[src/design/swn_pkg.sv]
package swn_pkg;

    localparam int CHANNELS    = 6;
    localparam int IN_BITS     = 10;
    localparam int SAMPLE_BITS = 10;
    localparam int LEVEL_BITS  = 8;
    localparam int SLOT_BITS   = 4;
    localparam int SCAN_BITS   = 16;
    localparam int PERCENT     = 100;
    localparam int LEVEL_MAX   = 255;

    localparam logic [SCAN_BITS-1:0] SCAN_RESET = 16'd1000;

    // Command from the control to every lane
    typedef struct packed {
        logic                   start;
        logic                   compute;
        logic                   seed;
        logic [SAMPLE_BITS-1:0] sample;
        logic [SLOT_BITS-1:0]   wr_slot;
        logic [SLOT_BITS-1:0]   rd_slot;
    } lane_ctl_t;

    // Status returned by each lane
    typedef struct packed {
        logic                  busy;
        logic [LEVEL_BITS-1:0] level;
    } lane_sts_t;

endpackage

[src/design/swn_div.sv]
module swn_div #(
    parameter int WIDTH = 17
) (
    input  logic             aclk,
    input  logic             aresetn,
    input  logic             start,
    input  logic [WIDTH-1:0] dividend,
    input  logic [WIDTH-1:0] divisor,
    output logic             busy,
    output logic [WIDTH-1:0] quotient
);

    localparam int CNT_W = $clog2(WIDTH + 1);

    logic [WIDTH-1:0] rem_reg, rem_next;
    logic [WIDTH-1:0] quo_reg, quo_next;
    logic [WIDTH-1:0] den_reg;
    logic [CNT_W-1:0] cnt_reg;
    logic [WIDTH:0]   trial;

    // One restoring step: shift in the next dividend bit and try the subtract
    always_comb begin
        trial = {rem_reg, quo_reg[WIDTH-1]};
        if (trial >= {1'b0, den_reg}) begin
            rem_next = WIDTH'(trial - {1'b0, den_reg});
            quo_next = {quo_reg[WIDTH-2:0], 1'b1};
        end else begin
            rem_next = trial[WIDTH-1:0];
            quo_next = {quo_reg[WIDTH-2:0], 1'b0};
        end
    end

    always_ff @(posedge aclk) begin
        if (!aresetn) begin
            cnt_reg <= '0;
        end else if (start) begin
            cnt_reg <= CNT_W'(WIDTH);
        end else if (cnt_reg != '0) begin
            cnt_reg <= cnt_reg - 1'b1;
        end
    end

    always_ff @(posedge aclk) begin
        if (start) begin
            rem_reg <= '0;
            quo_reg <= dividend;
            den_reg <= divisor;
        end else if (cnt_reg != '0) begin
            rem_reg <= rem_next;
            quo_reg <= quo_next;
        end
    end

    assign busy     = (cnt_reg != '0);
    assign quotient = quo_reg;

endmodule

[src/design/swn_lane.sv]
module swn_lane #(
    parameter int WINDOW = 10
) (
    input  logic              aclk,
    input  logic              aresetn,
    input  swn_pkg::lane_ctl_t ctl,
    output swn_pkg::lane_sts_t sts
);

    localparam int SB     = swn_pkg::SAMPLE_BITS;
    localparam int WSUM   = WINDOW * (WINDOW + 1) / 2;
    localparam int SLOT_W = $clog2(WINDOW);
    localparam int WGT_W  = $clog2(WINDOW + 1);
    localparam int ACC_W  = $clog2(((1 << SB) - 1) * WSUM + 1);
    localparam int PROD_W = $clog2(((1 << SB) - 1) * swn_pkg::PERCENT + 1);
    localparam int DIV_W  = PROD_W;
    localparam int LB     = swn_pkg::LEVEL_BITS;
    // Reciprocal of the weight sum, exact for every accumulator value
    localparam int     WSUM_W = $clog2(WSUM);
    localparam int     RSH    = ACC_W + WSUM_W;
    localparam int     RPW    = RSH + SB;
    localparam longint RECIP  = ((longint'(1) << RSH) + longint'(WSUM) - 1) / longint'(WSUM);

    typedef enum logic [2:0] {
        L_IDLE, L_ACC, L_AVG, L_UPD, L_LVL_GO, L_LVL_WAIT
    } lane_state_t;

    lane_state_t       state_reg;
    logic [SB-1:0]     ring_reg [WINDOW];
    logic [SLOT_W-1:0] rd_reg;
    logic [WGT_W-1:0]  wgt_reg;
    logic [ACC_W-1:0]  acc_reg;
    logic [SB-1:0]     avg_reg;
    logic [SB-1:0]     min_reg, min_next;
    logic [SB-1:0]     max_reg, max_next;
    logic              seed_reg;
    logic [LB-1:0]     level_reg;

    logic [SB+WGT_W-1:0] prod;
    logic [RPW-1:0]      avg_prod;
    logic [PROD_W-1:0]   num;
    logic                div_start;
    logic [DIV_W-1:0]    div_a;
    logic [DIV_W-1:0]    div_b;
    logic                div_busy;
    logic [DIV_W-1:0]    div_q;

    // Weighted tap: oldest sample first with weight one
    assign prod = (SB+WGT_W)'(ring_reg[rd_reg]) * (SB+WGT_W)'(wgt_reg);
    assign num  = PROD_W'(avg_reg - min_reg) * PROD_W'(swn_pkg::PERCENT);

    // Divide the weighted sum by the weight sum through its reciprocal
    assign avg_prod = RPW'(acc_reg) * RPW'(RECIP);

    // Seed or widen the tracked range
    always_comb begin
        min_next = min_reg;
        max_next = max_reg;
        priority if (seed_reg) begin
            min_next = avg_reg;
            max_next = avg_reg;
        end else if (avg_reg > max_reg) begin
            max_next = avg_reg;
        end else if (avg_reg < min_reg) begin
            min_next = avg_reg;
        end
    end

    // Feed the range divider
    assign div_start = (state_reg == L_LVL_GO);
    assign div_a     = DIV_W'(num);
    assign div_b     = DIV_W'(max_reg - min_reg);

    swn_div #(.WIDTH(DIV_W)) u_div (
        .aclk     (aclk),
        .aresetn  (aresetn),
        .start    (div_start),
        .dividend (div_a),
        .divisor  (div_b),
        .busy     (div_busy),
        .quotient (div_q)
    );

    // Store the new sample in the ring
    always_ff @(posedge aclk) begin
        if (ctl.start) begin
            ring_reg[ctl.wr_slot[SLOT_W-1:0]] <= ctl.sample;
        end
    end

    // Sequence one transaction through accumulate, average and level
    always_ff @(posedge aclk) begin
        if (!aresetn) begin
            state_reg <= L_IDLE;
            min_reg   <= '0;
            max_reg   <= '0;
            level_reg <= '0;
        end else begin
            unique case (state_reg)
                L_IDLE: begin
                    if (ctl.start) begin
                        level_reg <= '0;
                        seed_reg  <= ctl.seed;
                        rd_reg    <= ctl.rd_slot[SLOT_W-1:0];
                        wgt_reg   <= WGT_W'(1);
                        acc_reg   <= '0;
                        if (ctl.compute) begin
                            state_reg <= L_ACC;
                        end
                    end
                end
                L_ACC: begin
                    acc_reg <= acc_reg + ACC_W'(prod);
                    wgt_reg <= wgt_reg + 1'b1;
                    rd_reg  <= (rd_reg == SLOT_W'(WINDOW - 1)) ? '0 : rd_reg + 1'b1;
                    if (wgt_reg == WGT_W'(WINDOW)) begin
                        state_reg <= L_AVG;
                    end
                end
                L_AVG: begin
                    avg_reg   <= avg_prod[RSH +: SB];
                    state_reg <= L_UPD;
                end
                L_UPD: begin
                    min_reg <= min_next;
                    max_reg <= max_next;
                    if (max_next > min_next && avg_reg >= min_next) begin
                        state_reg <= L_LVL_GO;
                    end else begin
                        state_reg <= L_IDLE;
                    end
                end
                L_LVL_GO: begin
                    state_reg <= L_LVL_WAIT;
                end
                L_LVL_WAIT: begin
                    if (!div_busy) begin
                        level_reg <= (div_q > DIV_W'(swn_pkg::LEVEL_MAX)) ?
                                     LB'(swn_pkg::LEVEL_MAX) : div_q[LB-1:0];
                        state_reg <= L_IDLE;
                    end
                end
                default: begin
                    state_reg <= L_IDLE;
                end
            endcase
        end
    end

    assign sts.busy  = (state_reg != L_IDLE);
    assign sts.level = level_reg;

endmodule

[src/design/sensor_window_normalizer.sv]
// Sensor window normaliser: one transaction carries one sample per channel; six lanes
// run side by side, each keeping a WINDOW-deep ring, a linearly weighted average (newest
// weight WINDOW, oldest weight 1) and a tracked min/max, and the merge stage registers
// the levels (avg-min)*100/(max-min), clamped to 255. While the window is still filling, an
// input is only written into the ring; from the input that fills it on, each lane runs the
// multiply-accumulate over the ring, a reciprocal multiplication by the weight sum and the
// 17-bit bit-serial divider for the range, skipped when the tracked range is zero. The next
// input is taken while the previous result waits in the output register. A configuration
// write holds off the input for that cycle. No clearing pass after reset.
module sensor_window_normalizer #(
    parameter int WINDOW = 10
) (
    input  logic       aclk,
    input  logic       aresetn,
    input  logic       cfg_valid,
    output logic       cfg_ready,
    input  logic [15:0] cfg_data,
    input  logic       s_valid,
    output logic       s_ready,
    input  logic [9:0] s_sample_ch0,
    input  logic [9:0] s_sample_ch1,
    input  logic [9:0] s_sample_ch2,
    input  logic [9:0] s_sample_ch3,
    input  logic [9:0] s_sample_ch4,
    input  logic [9:0] s_sample_ch5,
    output logic       m_valid,
    input  logic       m_ready,
    output logic [7:0] m_level_ch0,
    output logic [7:0] m_level_ch1,
    output logic [7:0] m_level_ch2,
    output logic [7:0] m_level_ch3,
    output logic [7:0] m_level_ch4,
    output logic [7:0] m_level_ch5,
    output logic       m_window_ready,
    output logic       m_scan_done
);

    localparam int NCH    = swn_pkg::CHANNELS;
    localparam int SB     = swn_pkg::SAMPLE_BITS;
    localparam int LB     = swn_pkg::LEVEL_BITS;
    localparam int SCB    = swn_pkg::SCAN_BITS;
    localparam int SLOT_W = $clog2(WINDOW);
    localparam int FILL_W = $clog2(WINDOW + 1);

    typedef enum logic [1:0] {T_IDLE, T_RUN, T_OUT} top_state_t;

    top_state_t         state_reg;
    logic [SLOT_W-1:0]  slot_reg;
    logic [FILL_W-1:0]  fill_reg;
    logic [SCB-1:0]     scan_left_reg, scan_left_next;
    logic               done_reg, done_next;
    logic               ready_hold_reg;
    logic               m_valid_reg;
    logic [LB-1:0]      level_reg [NCH];
    logic               win_out_reg;
    logic               done_out_reg;

    logic                 in_acc;
    logic                 was_ready;
    logic                 now_ready;
    logic [SLOT_W-1:0]    rd_slot;
    logic [SB-1:0]        samples [NCH];
    swn_pkg::lane_ctl_t   ctl [NCH];
    swn_pkg::lane_sts_t   sts [NCH];
    logic                 any_busy;

    assign samples[0] = s_sample_ch0[SB-1:0];
    assign samples[1] = s_sample_ch1[SB-1:0];
    assign samples[2] = s_sample_ch2[SB-1:0];
    assign samples[3] = s_sample_ch3[SB-1:0];
    assign samples[4] = s_sample_ch4[SB-1:0];
    assign samples[5] = s_sample_ch5[SB-1:0];

    assign s_ready   = (state_reg == T_IDLE) && !cfg_valid;
    assign cfg_ready = (state_reg == T_IDLE);
    assign in_acc    = s_valid && s_ready;
    assign was_ready = (fill_reg == FILL_W'(WINDOW));
    assign now_ready = was_ready || (fill_reg == FILL_W'(WINDOW - 1));
    assign rd_slot   = (slot_reg == SLOT_W'(WINDOW - 1)) ? '0 : slot_reg + 1'b1;

    // Calibration countdown, run on every tick after the filling tick
    always_comb begin
        scan_left_next = scan_left_reg;
        done_next      = done_reg;
        if (was_ready) begin
            if (scan_left_reg != '0) begin
                scan_left_next = scan_left_reg - 1'b1;
            end
            if (scan_left_next == '0) begin
                done_next = 1'b1;
            end
        end
    end

    // Issue the transaction to all lanes
    generate
        for (genvar ch = 0; ch < NCH; ch++) begin : g_lane
            assign ctl[ch].start   = in_acc;
            assign ctl[ch].compute = now_ready;
            assign ctl[ch].seed    = !was_ready;
            assign ctl[ch].sample  = samples[ch];
            assign ctl[ch].wr_slot = swn_pkg::SLOT_BITS'(slot_reg);
            assign ctl[ch].rd_slot = swn_pkg::SLOT_BITS'(rd_slot);

            swn_lane #(.WINDOW(WINDOW)) u_lane (
                .aclk    (aclk),
                .aresetn (aresetn),
                .ctl     (ctl[ch]),
                .sts     (sts[ch])
            );
        end
    endgenerate

    always_comb begin
        any_busy = 1'b0;
        for (int ch = 0; ch < NCH; ch++) begin
            any_busy = any_busy | sts[ch].busy;
        end
    end

    // Control, countdown and merge into the output register
    always_ff @(posedge aclk) begin
        if (!aresetn) begin
            state_reg     <= T_IDLE;
            slot_reg      <= '0;
            fill_reg      <= '0;
            scan_left_reg <= swn_pkg::SCAN_RESET;
            done_reg      <= 1'b0;
            m_valid_reg   <= 1'b0;
        end else begin
            // Drop a taken result unless a new one replaces it
            if (m_valid_reg && m_ready && state_reg != T_OUT) begin
                m_valid_reg <= 1'b0;
            end
            unique case (state_reg)
                T_IDLE: begin
                    if (cfg_valid) begin
                        scan_left_reg <= cfg_data;
                        done_reg      <= 1'b0;
                    end else if (in_acc) begin
                        slot_reg       <= rd_slot;
                        fill_reg       <= was_ready ? fill_reg : fill_reg + 1'b1;
                        scan_left_reg  <= scan_left_next;
                        done_reg       <= done_next;
                        ready_hold_reg <= now_ready;
                        state_reg      <= T_RUN;
                    end
                end
                T_RUN: begin
                    if (!any_busy) begin
                        state_reg <= T_OUT;
                    end
                end
                T_OUT: begin
                    if (!m_valid_reg || m_ready) begin
                        m_valid_reg  <= 1'b1;
                        win_out_reg  <= ready_hold_reg;
                        done_out_reg <= done_reg;
                        for (int ch = 0; ch < NCH; ch++) begin
                            level_reg[ch] <= sts[ch].level;
                        end
                        state_reg <= T_IDLE;
                    end
                end
                default: begin
                    state_reg <= T_IDLE;
                end
            endcase
        end
    end

    assign m_valid        = m_valid_reg;
    assign m_level_ch0    = level_reg[0];
    assign m_level_ch1    = level_reg[1];
    assign m_level_ch2    = level_reg[2];
    assign m_level_ch3    = level_reg[3];
    assign m_level_ch4    = level_reg[4];
    assign m_level_ch5    = level_reg[5];
    assign m_window_ready = win_out_reg;
    assign m_scan_done    = done_out_reg;

endmodule

[config.mk]
export PLATFORM = sky130hd
export DESIGN_NAME = sensor_window_normalizer
export DESIGN_NICKNAME = d
export VERILOG_FILES = /design/src/design/swn_pkg.sv /design/src/design/swn_div.sv /design/src/design/swn_lane.sv /design/src/design/sensor_window_normalizer.sv
export SDC_FILE = /design/constraint.sdc
export NUM_CORES = 2
export LEC_CHECK = 0
export ABC_AREA = 1
export BUFFER_PORTS_ARGS = -buffer_cell sky130_fd_sc_hd__buf_2
export CORE_UTILIZATION = 61
export CTS_BUF_LIST = sky130_fd_sc_hd__clkbuf_4 sky130_fd_sc_hd__clkbuf_8
export DETAILED_ROUTE_END_ITERATION = 6
export GPL_TIMING_DRIVEN = 0
export PLACE_DENSITY = 0.77
export SLEW_MARGIN = 20
export SYNTH_ARGS = -nofsm -noshare
export SYNTH_HDL_FRONTEND = slang
export SYNTH_SLANG_ARGS = --single-unit
[constraint.sdc]
create_clock -name aclk -period 12.2 [get_ports aclk]
set_input_delay 1.83 -clock aclk [delete_from_list [all_inputs] [get_ports aclk]]
set_output_delay 1.83 -clock aclk [all_outputs]
set_load 0.02 [all_outputs]
==> summary.txt <==
Critical path
  – Critical Path Most Common Cell: inv_1
  – CP Cell Sequence: fa_1 -> inv_1 -> fa_1 -> inv_1 -> fa_1 -> inv_1 -> fa_1 -> inv_1 -> fa_1 -> inv_1 -> fa_1 -> inv_1 -> ha_1 -> nand2_1 -> nor2_1 -> inv_1 -> nor3_1 -> nand2_1 -> o211ai_1 -> nand2_1 -> nand3_1 -> xor2_1
  – Critical Path Sink Type: register
  – Max FO, Critical Path: 9
  – Delay of the slowest critical-path stage: 0.64 ns
  – Critical R2R Launch: g_lane[2].u_lane.acc_reg[5]
  – Crit. Startpoint: g_lane[2].u_lane.acc_reg[5]
  – Crit path max-delay family: adder cells
  – CP required: 13.00 ns
  – Cell at the slowest stage of the critical path: fa_1
  – Crit path DAT: between 6 and 7 ns
  – Critical path type: register to register
  – Worst setup SP type: register
  – Critical path buffers and inverters: 7

Placement
  – Area after DPL: about 120000 µm²
  – Gpl congestion: 0.9594
  – Dpl hpwl: around 220 mm
  – IO buf count: between 100 and 150

Clock tree
  – Post-CTS setup buffer count: 0
  – Clock Path Buffers: 3
  – CTS clk-pin slew, worst paths: about 0.060 ns
  – CTS hold repair buffers: 0
  – CTS root buffer: clkbuf_8
  – TritonCTS clock tree: done
  – Num CTS Buffers: around 240
  – CTS Sinks: about 1400
  – Clk_lat worst skew: between 1 and 1.5 ns
  – Post-CTS sizing: 0
  – CTS H-tree depth: 4

GRT
  – GR Layer Usage met1: just under 40%
  – GRT Total Usage: between 20% and 30%
  – Largest net degree at the start of global routing: 32
  – GR Util met3: approximately 4%
  – Met2 Track Usage GR: between 40% and 50%
  – Initial antenna violation count: 21
  – Vias in the first global route: approximately 90000
  – First-pass GRT wire length: about 460 mm
  – Gr ovfl total: 0
  – Busiest metal layer after global routing: met2

Min path
  – Hold WC Path Type: register to register
  – HP Start: g_lane[2].u_lane.level_reg[2]

Yosys
  – Post-synth EDFFs: between 1000 and 1500
  – Post-Syn Area: approximately 110000 µm²
  – Register bit count reported by yosys: approximately 1400
  – Instance count of the mapped netlist: between 10000 and 15000
  – Syn Nets: between 10000 and 15000
  – Ys Warns: 0
  – Synth Flop Type: edfxtp_1
  – Sequential area share after synthesis: between 30% and 40%
  – Async set-or-reset flop fraction in the synthesized netlist: 0%
  – Count of cell types in the netlist: 73
  – Mapped Avg Cell Area: 9.076 µm²

Drt
  – Initial DRT Pass Iterations: 7
  – DRT antenna net count: 0
  – Via density: 5.660
  – DRT iter0 DRCs: roughly 7100
  – Drt drc: 1
  – Wirelength per Cell: around 18 µm
  – DR vias: around 89000
  – Routed Wire Length: between 200 and 300 mm

Pwr
  – Power Density: between 100 and 150 nW/µm²
  – Max VDD drop: ~0.00018 V
  – Leak pwr: between 50 and 60 nW

STA
  – Final worst path period share: ~50%
  – Tmin final: 6.180 ns
  – Highest clock rate: about 160 MHz
  – # setup viols final: 0
  – RSZ-0062 raised after global routing: no
  – Least-Margin Pin Slew: roughly 1.2 ns
  – Clock skew: 0.04857 ns
  – Pins Over Slew Limit: 0
  – Setup TNS Final: 0 ns
  – Final hold slack: 0.4296 ns
  – Slew margin rel.: a little under a fifth
  – Final Hold Fails: 0

Final layout
  – Share of post-route cells with drive strength above 1: a little under 7%
  – Area Overhead vs Synth: 8.844%
  – Cell area after layout: 124400 µm²
  – Max reg flops: 600
  – Layout net count: 15362
  – Register Area: 38190 µm²
  – Fillers: 14734
  – Area of the multi-input gates: between 60000 and 70000 µm²

Floorplan
  – Initial core utilization: between 60 and 70%
  – Cell Rows: between 150 and 200
  – Core box area: ~190000 µm²
  – Die area: roughly 190000 µm²
  – Die Height: about 430 µm
  – Die Wd: roughly 430 µm
  – I/O Pins: between 100 and 150

Status
  – Failing checks: design-rule violations
  – Status: complete, but fails checks

Flow run
  – MaxCap Viol Count: 0
[path summary, 6_finish.rpt]
kind | to | slack (ns) | depth (start not counted)
worst max-delay path | g_lane[2].u_lane.avg_reg[9] | 6.02 | 22
worst min-delay path | level_reg[2][2] | 0.43 | 0
worst max register to register | g_lane[2].u_lane.avg_reg[9] | 6.02 | 22
worst min register to register | level_reg[2][2] | 0.43 | 0
[Yosys cell counts, drive strengths merged (18+ instances only)]
cell type	count	area share (%)
a211oi	55	0.37
a21boi	18	0.12
a21o	61	0.40
a21oi	929	4.1
a31oi	66	0.36
and2	30	0.18
buf	93	0.47
clkbuf	168	0.56
clkinv	22	0.072
dfxtp	382	6.7
edfxtp	1017	27
fa	690	12
ha	1564	17
inv	2359	7.7
mux2i	137	1.2
nand2	1679	5.7
nand3	434	1.9
nand4	84	0.49
nor2	916	3.0
nor3	171	0.85
nor4	24	0.15
o211ai	205	1.3
o21a	36	0.24
o21ai	941	4.2
o21bai	74	0.49
o31ai	22	0.14
xnor2	101	0.77
xor2	230	1.8
[layout make-up]
| class | count | share of cell area [%] |
|---|---|---|
| inverter | 2381 | 7.183 |
| timing repair buffer | 196 | 1.243 |
| sequential | 1399 | 30.69 |
| multi-input combinational | 8553 | 53.12 |
| buffer | 261 | 0.9524 |
| tap | 2480 | 2.494 |
| clock buffer | 314 | 3.142 |
| clock inverter | 126 | 1.133 |
| antenna | 18 | 0.03620 |
[metal layers]
| layer | up-vias | wire [µm] |
|---|---|---|
| li1 | 42972 | - |
| met1 | 42334 | 122200 |
| met2 | 3090 | 133300 |
| met3 | 603 | 18840 |
| met4 | 14 | 9140 |
| met5 | - | 96 |
[worst reg2reg max path: stages, from the launching register on]
cell      delay [ns]
edfxtp_1        0.62
fa_1            0.64
inv_1           0.07
fa_1            0.49
inv_1           0.06
fa_1            0.49
inv_1           0.05
fa_1            0.55
inv_1           0.05
fa_1            0.47
inv_1           0.05
fa_1            0.49
inv_1           0.05
ha_1            0.35
nand2_1         0.12
nor2_1          0.15
inv_1           0.05
nor3_1          0.12
nand2_1         0.08
o211ai_1        0.39
nand2_1         0.13
nand3_1         0.11
xor2_1          0.34
[cell families after synthesis]
family	Yosys count	share of synthesized area, %
simple gates	3375	12.63
buf+inv	2642	8.844
compound gates	2452	12.13
fa+ha+maj	2254	29.20
flops	1399	33.41
xor+xnor	331	2.536
mux	141	1.239
[layout by cell type, fill, tap and decap left out, types with 101 or more instances in the layout]
cell type and n:
a21oi_1 925, edfxtp_1 1017, nor2_1 895, clkbuf_8 248, buf_2 196, dfxtp_1 382, nor3_1 146, ha_1 1564
nand2_1 1634, inv_1 2334, o21ai_0 867, nand3_1 426, clkbuf_1 158, o211ai_1 205, xor2_1 230, mux2i_1 137
fa_1 690, xnor2_1 101
[metrics by stage]
stage	cells	util (%)	setup WS [ns]	power (W)
after floorplan	12594	-	5.226	0.01160
after global placement	15206	63.54	0.4625	0.01331
after detailed placement	15269	64.05	6.093	0.01357
after CTS	15709	66.91	6.050	0.01834
after global routing	15717	66.94	5.673	0.01968
final	15728	66.95	6.020	0.01837
[power breakdown]
group          switching, W  total, W  internal (W)
combinational       0.00486   0.00760       0.00274
clock               0.00207   0.00473       0.00267
sequential         0.000316   0.00603       0.00571
total               0.00724    0.0184        0.0111
No activity file was read; power rests on OpenSTA's default activity.
